--- config.mk ---
export PLATFORM = sky130hd
export DESIGN_NAME = spc_col_track
export DESIGN_NICKNAME = d
export VERILOG_FILES = /design/src/hdl/site_pattern_compressor_top_macros.svh /design/src/hdl/spc_pkg.sv /design/src/hdl/spc_col_track.sv
export SDC_FILE = /design/constraint.sdc
export NUM_CORES = 1
export LEC_CHECK = 0
export ABC_AREA = 1
export BUFFER_PORTS_ARGS = -buffer_cell sky130_fd_sc_hd__buf_2
export CAP_MARGIN = 40
export CORE_UTILIZATION = 35
export CTS_BUF_LIST = sky130_fd_sc_hd__clkbuf_8
export CTS_CLUSTER_DIAMETER = 200
export DETAILED_ROUTE_END_ITERATION = 10
export PLACE_DENSITY = 0.54
export SLEW_MARGIN = 20
export SYNTH_ARGS = -nofsm -noshare
export SYNTH_HDL_FRONTEND = slang
export SYNTH_SLANG_ARGS = --single-unit
--- constraint.sdc ---
create_clock -name clk -period 3.8 [get_ports clk]
set_input_delay 0.76 -clock clk [delete_from_list [all_inputs] [get_ports clk]]
set_output_delay 0.76 -clock clk [all_outputs]
set_load 0.01 [all_outputs]
--- src/hdl/site_pattern_compressor_top_macros.svh ---
`ifndef SITE_PATTERN_COMPRESSOR_TOP_MACROS_SVH
`define SITE_PATTERN_COMPRESSOR_TOP_MACROS_SVH

// Checks sampled on clk, off while rst_n is low.

// Condition holds at every edge.
`define SPC_ALWAYS(label, cond, msg) \
  label: assert property (@(posedge clk) disable iff (!rst_n) (cond)) else $error(msg);

// Consequent holds in the same cycle as the antecedent.
`define SPC_SAME(label, ante, cons, msg) \
  label: assert property (@(posedge clk) disable iff (!rst_n) (ante) |-> (cons)) \
    else $error(msg);

// Consequent holds in the cycle after the antecedent.
`define SPC_NEXT(label, ante, cons, msg) \
  label: assert property (@(posedge clk) disable iff (!rst_n) (ante) |=> (cons)) \
    else $error(msg);

`endif

--- src/hdl/spc_pkg.sv ---
`timescale 1ns / 1ps
`default_nettype none

package spc_pkg;

  localparam int SYM_W    = 5;
  localparam int TAXA_W   = 7;
  localparam int WEIGHT_W = 24;
  localparam int INDEX_W  = 8;
  localparam int COUNT_W  = 9;

  localparam logic [WEIGHT_W-1:0] WEIGHT_MAX = '1;

  // register map: index = paddr[3:2]
  localparam logic [1:0] REG_TAXA  = 2'd0;
  localparam logic [1:0] REG_UNAMB = 2'd1;
  localparam logic [1:0] REG_GAP   = 2'd2;

  localparam logic [TAXA_W-1:0] TAXA_RST  = 7'd64;
  localparam logic [SYM_W-1:0]  UNAMB_RST = 5'd4;
  localparam logic [SYM_W-1:0]  GAP_RST   = 5'd17;

  localparam logic CMD_PUSH  = 1'b0;
  localparam logic CMD_CLEAR = 1'b1;

  typedef enum logic [2:0] {
    ST_IDLE,
    ST_SRD,
    ST_SCMP,
    ST_WRD,
    ST_WUPD,
    ST_CRD,
    ST_CWR,
    ST_DONE
  } spc_state_t;

  // column tracker status for the symbol being pushed this cycle
  typedef struct packed {
    logic done;
    logic constant;
  } spc_col_stat_t;

endpackage

`default_nettype wire

--- src/hdl/spc_col_track.sv ---
`timescale 1ns / 1ps
`default_nettype none

module spc_col_track #(
  parameter int MAX_TAXA = 64
) (
  input  logic                                clk,
  input  logic                                rst_n,
  input  logic                                push,
  input  logic [spc_pkg::SYM_W-1:0]           symbol,
  input  logic [spc_pkg::TAXA_W-1:0]          taxa_in_use,
  input  logic [spc_pkg::SYM_W-1:0]           unambiguous_max,
  input  logic [spc_pkg::SYM_W-1:0]           gap_code,
  input  logic [$clog2(MAX_TAXA)-1:0]         rd_idx,
  output logic [spc_pkg::SYM_W-1:0]           rd_data,
  output logic [$clog2(MAX_TAXA+1)-1:0]       n_eff,
  output spc_pkg::spc_col_stat_t              stat
);
  import spc_pkg::*;

  localparam int TW = $clog2(MAX_TAXA);
  localparam int CW = $clog2(MAX_TAXA + 1);
  localparam int XW = (CW > TAXA_W) ? CW : TAXA_W;

  logic [SYM_W-1:0] col_mem [MAX_TAXA];

  logic [TW-1:0]    pos_r, pos_nxt;
  logic [SYM_W-1:0] first_r, first_nxt;
  logic             seen_r, seen_nxt;
  logic             var_r, var_nxt;

  logic [XW-1:0]    taxa_x;
  logic [XW-1:0]    n_x;
  logic             amb;
  logic             var_now;
  logic             last;

  // 0 acts as 1, anything above MAX_TAXA as MAX_TAXA
  always_comb begin
    taxa_x = XW'(taxa_in_use);
    if (taxa_in_use == '0) begin
      n_x = XW'(1);
    end else if (taxa_x > XW'(MAX_TAXA)) begin
      n_x = XW'(MAX_TAXA);
    end else begin
      n_x = taxa_x;
    end
  end

  assign n_eff = CW'(n_x);

  assign amb     = (symbol > unambiguous_max) && (symbol != gap_code);
  assign var_now = var_r | (seen_r & ~amb & (first_r != symbol));
  assign last    = (CW'(pos_r) + CW'(1)) >= n_eff;

  assign stat.done     = push & last;
  assign stat.constant = ~var_now;

  always_comb begin
    pos_nxt   = pos_r;
    first_nxt = first_r;
    seen_nxt  = seen_r;
    var_nxt   = var_r;
    if (push) begin
      if (last) begin
        pos_nxt   = '0;
        first_nxt = '0;
        seen_nxt  = 1'b0;
        var_nxt   = 1'b0;
      end else begin
        pos_nxt = pos_r + TW'(1);
        var_nxt = var_now;
        if (!amb && !seen_r) begin
          seen_nxt  = 1'b1;
          first_nxt = symbol;
        end
      end
    end
  end

  always_ff @(posedge clk) begin
    if (!rst_n) begin
      pos_r   <= '0;
      first_r <= '0;
      seen_r  <= 1'b0;
      var_r   <= 1'b0;
    end else begin
      pos_r   <= pos_nxt;
      first_r <= first_nxt;
      seen_r  <= seen_nxt;
      var_r   <= var_nxt;
    end
  end

  always_ff @(posedge clk) begin
    if (push) begin
      col_mem[pos_r] <= symbol;
    end
    rd_data <= col_mem[rd_idx];
  end

endmodule

`default_nettype wire

### Yosys cells after proc, flatten, opt, wreduce, memory -nomap -nowiden

Memories as Yosys holds them, arrays and structs flattened. A register that Yosys moved wholly into a read port is not among the register bits.
Cells that the tools add are included.

| storage, ports and cells | value |
|---|---|
| bits in writable memories | 320 |
| register bits | 13 |
| memories kept | 1 |
| bits of input ports | 31 |
| logic and storage cells | 35 |
| output and inout port bits | 14 |

Memory list:

| name | words | bits a word | read ports | clocked after memory_dff | write ports | line | source |
|---|---|---|---|---|---|---|---|
| col_mem | 64 | 5 | 1 | 1 | 1 | spc_col_track.sv:25 | `logic [SYM_W-1:0] col_mem [MAX_TAXA];` |

| cells by class | value |
|---|---|
| order comparisons | 3 |
| add/sub/neg operators | 2 |
| mux-type cells | 10 |
| eq/ne operators | 2 |
| bitwise operators | 6 |
| reductions and logical operators | 7 |

Operators by type and width:

| kind | number |
|---|---|
| 7-bit 2-to-1 mux | 2 |
| 5-bit 2-to-1 mux | 2 |
| 5-bit inequality test | 2 |
| 6-bit by 1-bit adder with 7-bit output (second input constant) | 1 |
| 7-bit greater-or-equal comparator | 1 |
| 7-bit > comparator (second input constant) | 1 |
| 7-bit zero test | 1 |
| 6-bit by 1-bit adder with 6-bit output (second input constant) | 1 |
| 6-bit 2-to-1 mux | 1 |
| 5-bit > comparator | 1 |
| 1-bit 2-to-1 mux | 5 |
| 1-bit AND | 3 |
| 1-bit logical AND | 2 |
| 1-bit zero test | 2 |
| 1-bit NOT | 2 |
| 2-bit AND reduction | 1 |
| 2-bit nonzero test | 1 |
| 1-bit bitwise OR | 1 |

### Longest topological paths before layout

Gate-level depths: netlist of the first run.

| logic depth | value |
|---|---|
| depth after elaboration | 7 |
| gate-level depth with buffers | 16 |
| gate-level depth less buffers | 16 |

### Worst setup path before layout of the first run

OpenSTA, ideal clock, no wires.

| timing | value |
|---|---|
| path kind | input to output |
| start | in taxa_in_use[0] (netlist bit) |
| end | out stat[1] (netlist bit) |
| arrival | 2.372 ns |
| cell stages on the path | 15 |
| required time | 3.040 ns |
| setup slack | 0.668 ns |
| path buffers | 0 |
| path through | nor4_1 -> nand3_1 -> nand2_1 -> inv_1 -> nor2_1 -> inv_1 -> ha_1 -> nand2_1 -> inv_1 -> nand2_1 -> nand2_1 -> nand2_1 -> nand3_1 -> nand2_1 -> inv_1 |

RTL lines:

| item | line | source |
|---|---|---|
| start: declaration | spc_col_track.sv:11 | `input logic [spc_pkg::TAXA_W-1:0] taxa_in_use,` |
| end: declaration | spc_col_track.sv:17 | `output spc_pkg::spc_col_stat_t stat` |

==> metrics.yaml, run 1 <==
outcome: "completed"
cp_max_fo: 7
finalClockSkew_ps: 23.5
drv_slew: 0
fillerInstances: 3980
avgRoutedWirePerCell_um: 18.4
syn_to_final_growth_pct: 11.3
cts_sinks: 338
setup_viol: 0
grt_pass1_wl_um: 55900
ctsHoldBuffers: 0
fp.dieH_um: 205
cts_max_level: 2
grt_pass1_vias: 9603
num-nets-final: 1440
syn_area_um2: 14500
yosysUniqueCellTypes: 23
crit_top_cell: "nand2_1"
rr_startpoint: "pos_r[1]"
synth_top_area_share: 0.664
hp-class: "register to register"
ys_warn_count: 0
syn_area_per_cell_um2: 10.7
powerDensity_nw_per_um2: 466
dieArea_um2: 42100
cts.path.max_buffers: 3
regToRegEndpoint: "pos_r[5]"
drc: 0
core_um2: 40800
cp-end-kind: "primary output"
finalCritPeriodShare: 0.937
critPathSlowestCell: "dfxtp_1"
cp_cell_sequence: "nand2_1 -> nor2_1 -> nand2_1 -> o21ai_0 -> o21ai_2 -> inv_1 -> ha_1 -> nand2_1 -> inv_1 -> a21oi_1 -> nand3_1 -> nand2_1 -> inv_1 -> buf_2"
fp.dieW_um: 205
cts_tree: "done"
cts_root_buf: "clkbuf_8"
crit_start: "pos_r[1]"
clk_latency_ps: 590
syn_nets: 1391
yosys.area.top_type: "edfxtp_1"
slew_headroom: 0.451
worst-r2r-cell-count: 14
grt_usage: 0.177
rows: 74
rrSetupSlack_ps: 1270
vias: 9728
power.leakage_nw: 6.08
post-dp-hpwl_um: 21300
grt_max_degree: 161
numCtsBuffers: 53
gp_congestion: 0.804
start_util: 0.354
final_area_um2: 16100
fin_cells: 1972
critPathLaunchType: "register"
wirelength_um: 36300
cpPeakStageDelay_ps: 460
antenna_found_initial: 1
p_total_mw: 7.50
drive_above_1_share: 0.0903
vdd_drop_max_mv: 0.221
io_pins: 45
netlist_top_cells_area: "edfxtp_1, nand2_1, nand3_1, dfxtp_1, nor2_1"
worstMarginPinSlew_ps: 824
holdPathEnd: "seen_r"
clk_pin_slew_ps: 60
viasPerCell: 4.93
cp.arrival_ps: 2800
first_pass_iters: 6
hold_depth: 2
dpl_cell_area_um2: 15100
port_buffers: 44
crit_type: "register to primary output"
first_iter_violations: 693
ant_nets: 0
ys_ff_latch: 338
max_freq_ghz: 0.281
synthCells: 1347
required_ps: 3040
cap_viol_max_count: 0
dp_cells: 1873
worstHoldStart: "seen_r"
overflow: 0
hold_violations: 0
fin_crit_ps: 3560
seq_area_frac_synth: 0.689
tns_ps: 0
critical path, delay by kind of cell (launching register included):
| kind | cells | cell delay [ps] |
|---|---|---|
| flops | 1 | 460 |
| buf+inv | 4 | 320 |
| compound gates | 3 | 460 |
| fa+ha+maj | 1 | 220 |
| simple gates | 6 | 750 |
placed cells by master (no fill, tap or decap):
cell type,count
buf_2,43
nor2_1,91
clkinvlp_4,1
inv_4,1
a21oi_1,10
buf_12,3
dfxtp_1,17
inv_2,1
clkinv_1,13
inv_1,75
dfxtp_2,1
buf_4,17
diode_2,1
nor3_1,2
nand3_1,291
xor2_1,3
nand2_2,1
clkinv_2,3
nand2_1,456
o21ai_2,1
xnor2_1,3
nor4_1,1
clkbuf_8,58
ha_1,13
o21ai_0,3
a211oi_1,3
edfxtp_1,320
nand4_1,8
metrics by stage:
step	util	hold WS, ps	setup slack (ps)
2_1_floorplan	-	451	668
3_3_place_gp	0.371	472	400
3_5_place_dp	0.371	486	311
4_1_cts	0.394	477	60.0
5_1_grt	0.394	484	-25.4
6_report	0.394	493	238
metal layers:
metal | track usage | wire [um] | vias to the layer above
li1 | - | - | 4744
met1 | 0.243 | 16500 | 4674
met2 | 0.283 | 16800 | 253
met3 | 0.0307 | 2010 | 57
met4 | 0.0616 | 980 | 0
met5 | 0 | 0 | -
cell usage after synthesis:
| master | count |
|---|---|
| nand2_1 | 457 |
| edfxtp_1 | 320 |
| nand3_1 | 291 |
| nor2_1 | 91 |
| inv_1 | 51 |
| buf_2 | 34 |
| dfxtp_1 | 18 |
| clkbuf_1 | 16 |
| ha_1 | 13 |
| buf_6 | 12 |
| a21oi_1 | 10 |
| nand4_1 | 8 |
| buf_1 | 6 |
| o21ai_0 | 4 |
| a211oi_1 | 3 |
| xnor2_1 | 3 |
| xor2_1 | 3 |
| nor3_1 | 2 |
| buf_8 | 1 |
| clkinv_1 | 1 |
| inv_2 | 1 |
| inv_4 | 1 |
| nor4_1 | 1 |
sequential cells by signal (all words and copies together) (netlist names):
name,count
col_mem,320
var_r,1
rd_data,5
first_r,5
seen_r,1
pos_r,6
how the worst max path moves through the flow:
| stage | endpoint | slack (ps) |
|---|---|---|
| after floorplan | stat[1] | 670 |
| after global placement | stat[1] | 400 |
| after detailed placement | stat[1] | 310 |
| after CTS | stat[1] | 60 |
| after global routing | stat[1] | -30 |
| final | stat[1] | 240 |
power breakdown:
group	switching [mW]	internal [mW]	leakage (nW)
logic	0.436	0.161	2.48
clock network	1.38	1.39	0.576
registers	0.0178	4.11	3.03
total	1.84	5.67	6.08
timing repair:
item	4_1_cts	5_1_grt
resized for setup	0	4
endpoints found under the setup margin	0	1
buffers inserted	0	0
kinds of logic (layout without fill, tap and decap cells):
| group | count (synthesis) | in the layout | synth area share |
|---|---|---|---|
| and+or+nand+nor | 850 | 850 | 0.247 |
| AOI/OAI and AO/OA | 17 | 17 | 0.00640 |
| other | 0 | 1 | 0 |
| adders and majority gates | 13 | 13 | 0.0112 |
| DFF | 338 | 338 | 0.689 |
| xor gates and xnor gates | 6 | 6 | 0.00363 |
| buffers and inverters | 123 | 215 | 0.0420 |
layout make-up:
class	count	area [um^2]	share of cell area
inverters	54	205	0.0127
clock buffers	58	798	0.0496
flip-flops and latches	338	9970	0.619
multi-input cells	886	3890	0.242
well taps	532	666	0.0414
repair buffers	63	403	0.0250
clock inverters	40	158	0.00979
diodes	1	2.50	0.000155
Power figures use the tool's default switching activity.
==> run 2, diff against run 1 <==
Settings changed: CORE_UTILIZATION 35 to 30, PLACE_DENSITY 0.54 to 0.48.
==> run 2 against run 1 <==
  * Register-to-register slack better by 80 ps
  * Critical path type unchanged
  * Setup slack improved by 84 ps
  * Combinational power is 2% higher
==> metrics.yaml, run 2 (synthesis gave the netlist of run 1 again) <==
outcome: "completed"  # unchanged
core_um2: 47600  # was 40800 um^2
viasPerCell: 4.78  # was 4.93
finalClockSkew_ps: 12.9  # was 23.5 ps
fp.dieH_um: 222  # was 205 um
critPathSlowestCell: "dfxtp_1"  # unchanged
clk_latency_ps: 630  # was 590 ps
grt_pass1_vias: 9809  # was 9603
rrSetupSlack_ps: 1350  # was 1270 ps
rows: 80  # was 74
rsz0062_at_grt: "no"
dp_cells: 1961  # was 1873
grt_max_degree: 101  # was 161
cp_cell_sequence: "nand2_1 -> nor2_1 -> nand2_1 -> o21ai_0 -> o21ai_1 -> inv_1 -> ha_1 -> nand2_1 -> inv_1 -> a21oi_1 -> nand3_1 -> nand2_2 -> inv_1 -> buf_2"  # was nand2_1 -> nor2_1 -> nand2_1 -> o21ai_0 -> o21ai_2 -> inv_1 -> ha_1 -> nand2_1 -> inv_1 -> a21oi_1 -> nand3_1 -> nand2_1 -> inv_1 -> buf_2
dieArea_um2: 49100  # was 42100 um^2
setup_viol: 0  # unchanged
cap_viol_max_count: 0  # unchanged
drive_above_1_share: 0.104  # was 0.0903
worst_hold_slack_ps: 474  # was 493 ps
post-dp-hpwl_um: 23000  # was 21300 um
wirelength_um: 38800  # was 36300 um
syn_to_final_growth_pct: 13.5  # was 11.3%
cp_max_fo: 7  # unchanged
final_area_um2: 16400  # was 16100 um^2
numCtsBuffers: 58  # was 53
critPathLaunchType: "register"  # unchanged
layout_common_cells: "nand2_1, edfxtp_1, nand3_1"  # unchanged
first_pass_iters: 5  # was 6
required_ps: 3040  # about the same
comb_power_share: 0.077  # was 0.080
avgRoutedWirePerCell_um: 18.7  # was 18.4 um
crit_type: "register to primary output"  # unchanged
cp-end-kind: "primary output"  # unchanged
port_buffers: 44  # unchanged
p_seq_frac: 0.522  # was 0.550
ant_nets: 0  # unchanged
top_register: "col_mem"  # unchanged
switching_share: 0.246  # was 0.245
finalCritPeriodShare: 0.915  # was 0.937
drc: 0  # unchanged
clk_pin_slew_ps: 60  # about the same
cts_tree: "done"  # unchanged
tns_ps: 0  # unchanged
top_regs: "col_mem: 320 flops, pos_r: 6 flops"  # unchanged
ctsHoldBuffers: 0  # unchanged
overflow: 0  # unchanged
cts_max_level: 2  # unchanged
worstMarginPinSlew_ps: 822  # was 824 ps
cpPeakStageDelay_ps: 450  # was 460 ps
fin_cells: 2070  # was 1972
vdd_drop_max_mv: 0.268  # was 0.221 mV
hold_violations: 0  # unchanged
cts.path.max_buffers: 3  # unchanged
cts_sinks: 338  # unchanged
powerDensity_nw_per_um2: 481  # was 466 nW/um^2
cts_root_buf: "clkbuf_8"  # unchanged
grt_pass1_wl_um: 59300  # was 55900 um
fin_crit_ps: 3480  # was 3560 ps
dpl_cell_area_um2: 15300  # was 15100 um^2
hp-class: "input port to register"  # was register to register
p_sw_mw: 1.95  # was 1.84 mW
io_pins: 45  # unchanged
fillerInstances: 4802  # was 3980
vias: 9892  # was 9728
largest_register_ffs: 320  # unchanged
drv_slew: 0  # unchanged
slew_headroom: 0.452  # was 0.451
cp.arrival_ps: 2720  # was 2800 ps
num-nets-final: 1451  # was 1440
first_iter_violations: 822  # was 693
gp_congestion: 0.819  # was 0.804
grt_usage: 0.160  # was 0.177
max_freq_ghz: 0.288  # was 0.281 GHz
p_int_mw: 5.96  # was 5.67 mW
antenna_found_initial: 4  # was 1
start_util: 0.304  # was 0.354
pwr-share-clk: 0.401  # was 0.370
fp.dieW_um: 222  # was 205 um
power.leakage_nw: 6.18  # was 6.08 nW
final_common_cell: "nand2_1"  # unchanged
==> run 2: cell type report <==
type,instances,area (um^2),area share
diodes,1,2.50,0.000152
repair buffers,69,460,0.0280
clock buffers,68,936,0.0570
multi-input cells,886,3890,0.237
inverters,54,205,0.0125
well taps,615,769,0.0469
flip-flops and latches,338,9970,0.607
clock inverters,39,181,0.0110
==> run 2: repair_timing <==
| item | 4_1_cts | 5_1_grt |
|---|---|---|
| endpoints found under the setup margin | 0 | 1 |
| setup buffers | 0 | 0 |
| resized for setup | 0 | 5 |
==> run 2: final timing paths <==
check        startpoint          to  cells past startpoint
max            pos_r[2]     stat[1]                     14
min               rst_n  first_r[1]                      3
max reg2reg    pos_r[2]    pos_r[4]                     14
min reg2reg      seen_r      seen_r                      2
==> run 2: worst max-delay path: cells and delay by family (launching register included) <==
family	cells	cell delay, ps
adders and majority gates	1	210
and+or+nand+nor	6	720
buffers and inverters	4	310
DFF	1	450
AOI/OAI and AO/OA	3	380
==> run 2: per-layer routing <==
metal  wire length, um  up-vias  part of all wire  global-route usage
li1                  -     4775                 -                   -
met1             17500     4771              0.45               0.215
met2             18000      266              0.46               0.256
met3              2230       80             0.057              0.0345
met4              1070        0             0.028              0.0529
met5                 0        -                 0                   0
==> run 2: power by group through the flow <==
stage               registers [mW]  clock network (mW)  logic [mW]
floorplan                     4.21                   0       0.359
global placement              4.21                   0       0.609
detailed placement            4.21                   0       0.611
CTS                           4.13                3.24       0.613
global route                  4.13                3.40       0.680
finish                        4.13                3.17       0.607
==> run 2: per-stage QoR <==
step | setup WS, ps | utilization | power [mW]
floorplan | 668 | - | 4.57
global placement | 392 | 0.321 | 4.81
detailed placement | 321 | 0.321 | 4.82
CTS | 25.0 | 0.344 | 7.99
global route | 77.0 | 0.345 | 8.21
finish | 322 | 0.345 | 7.90
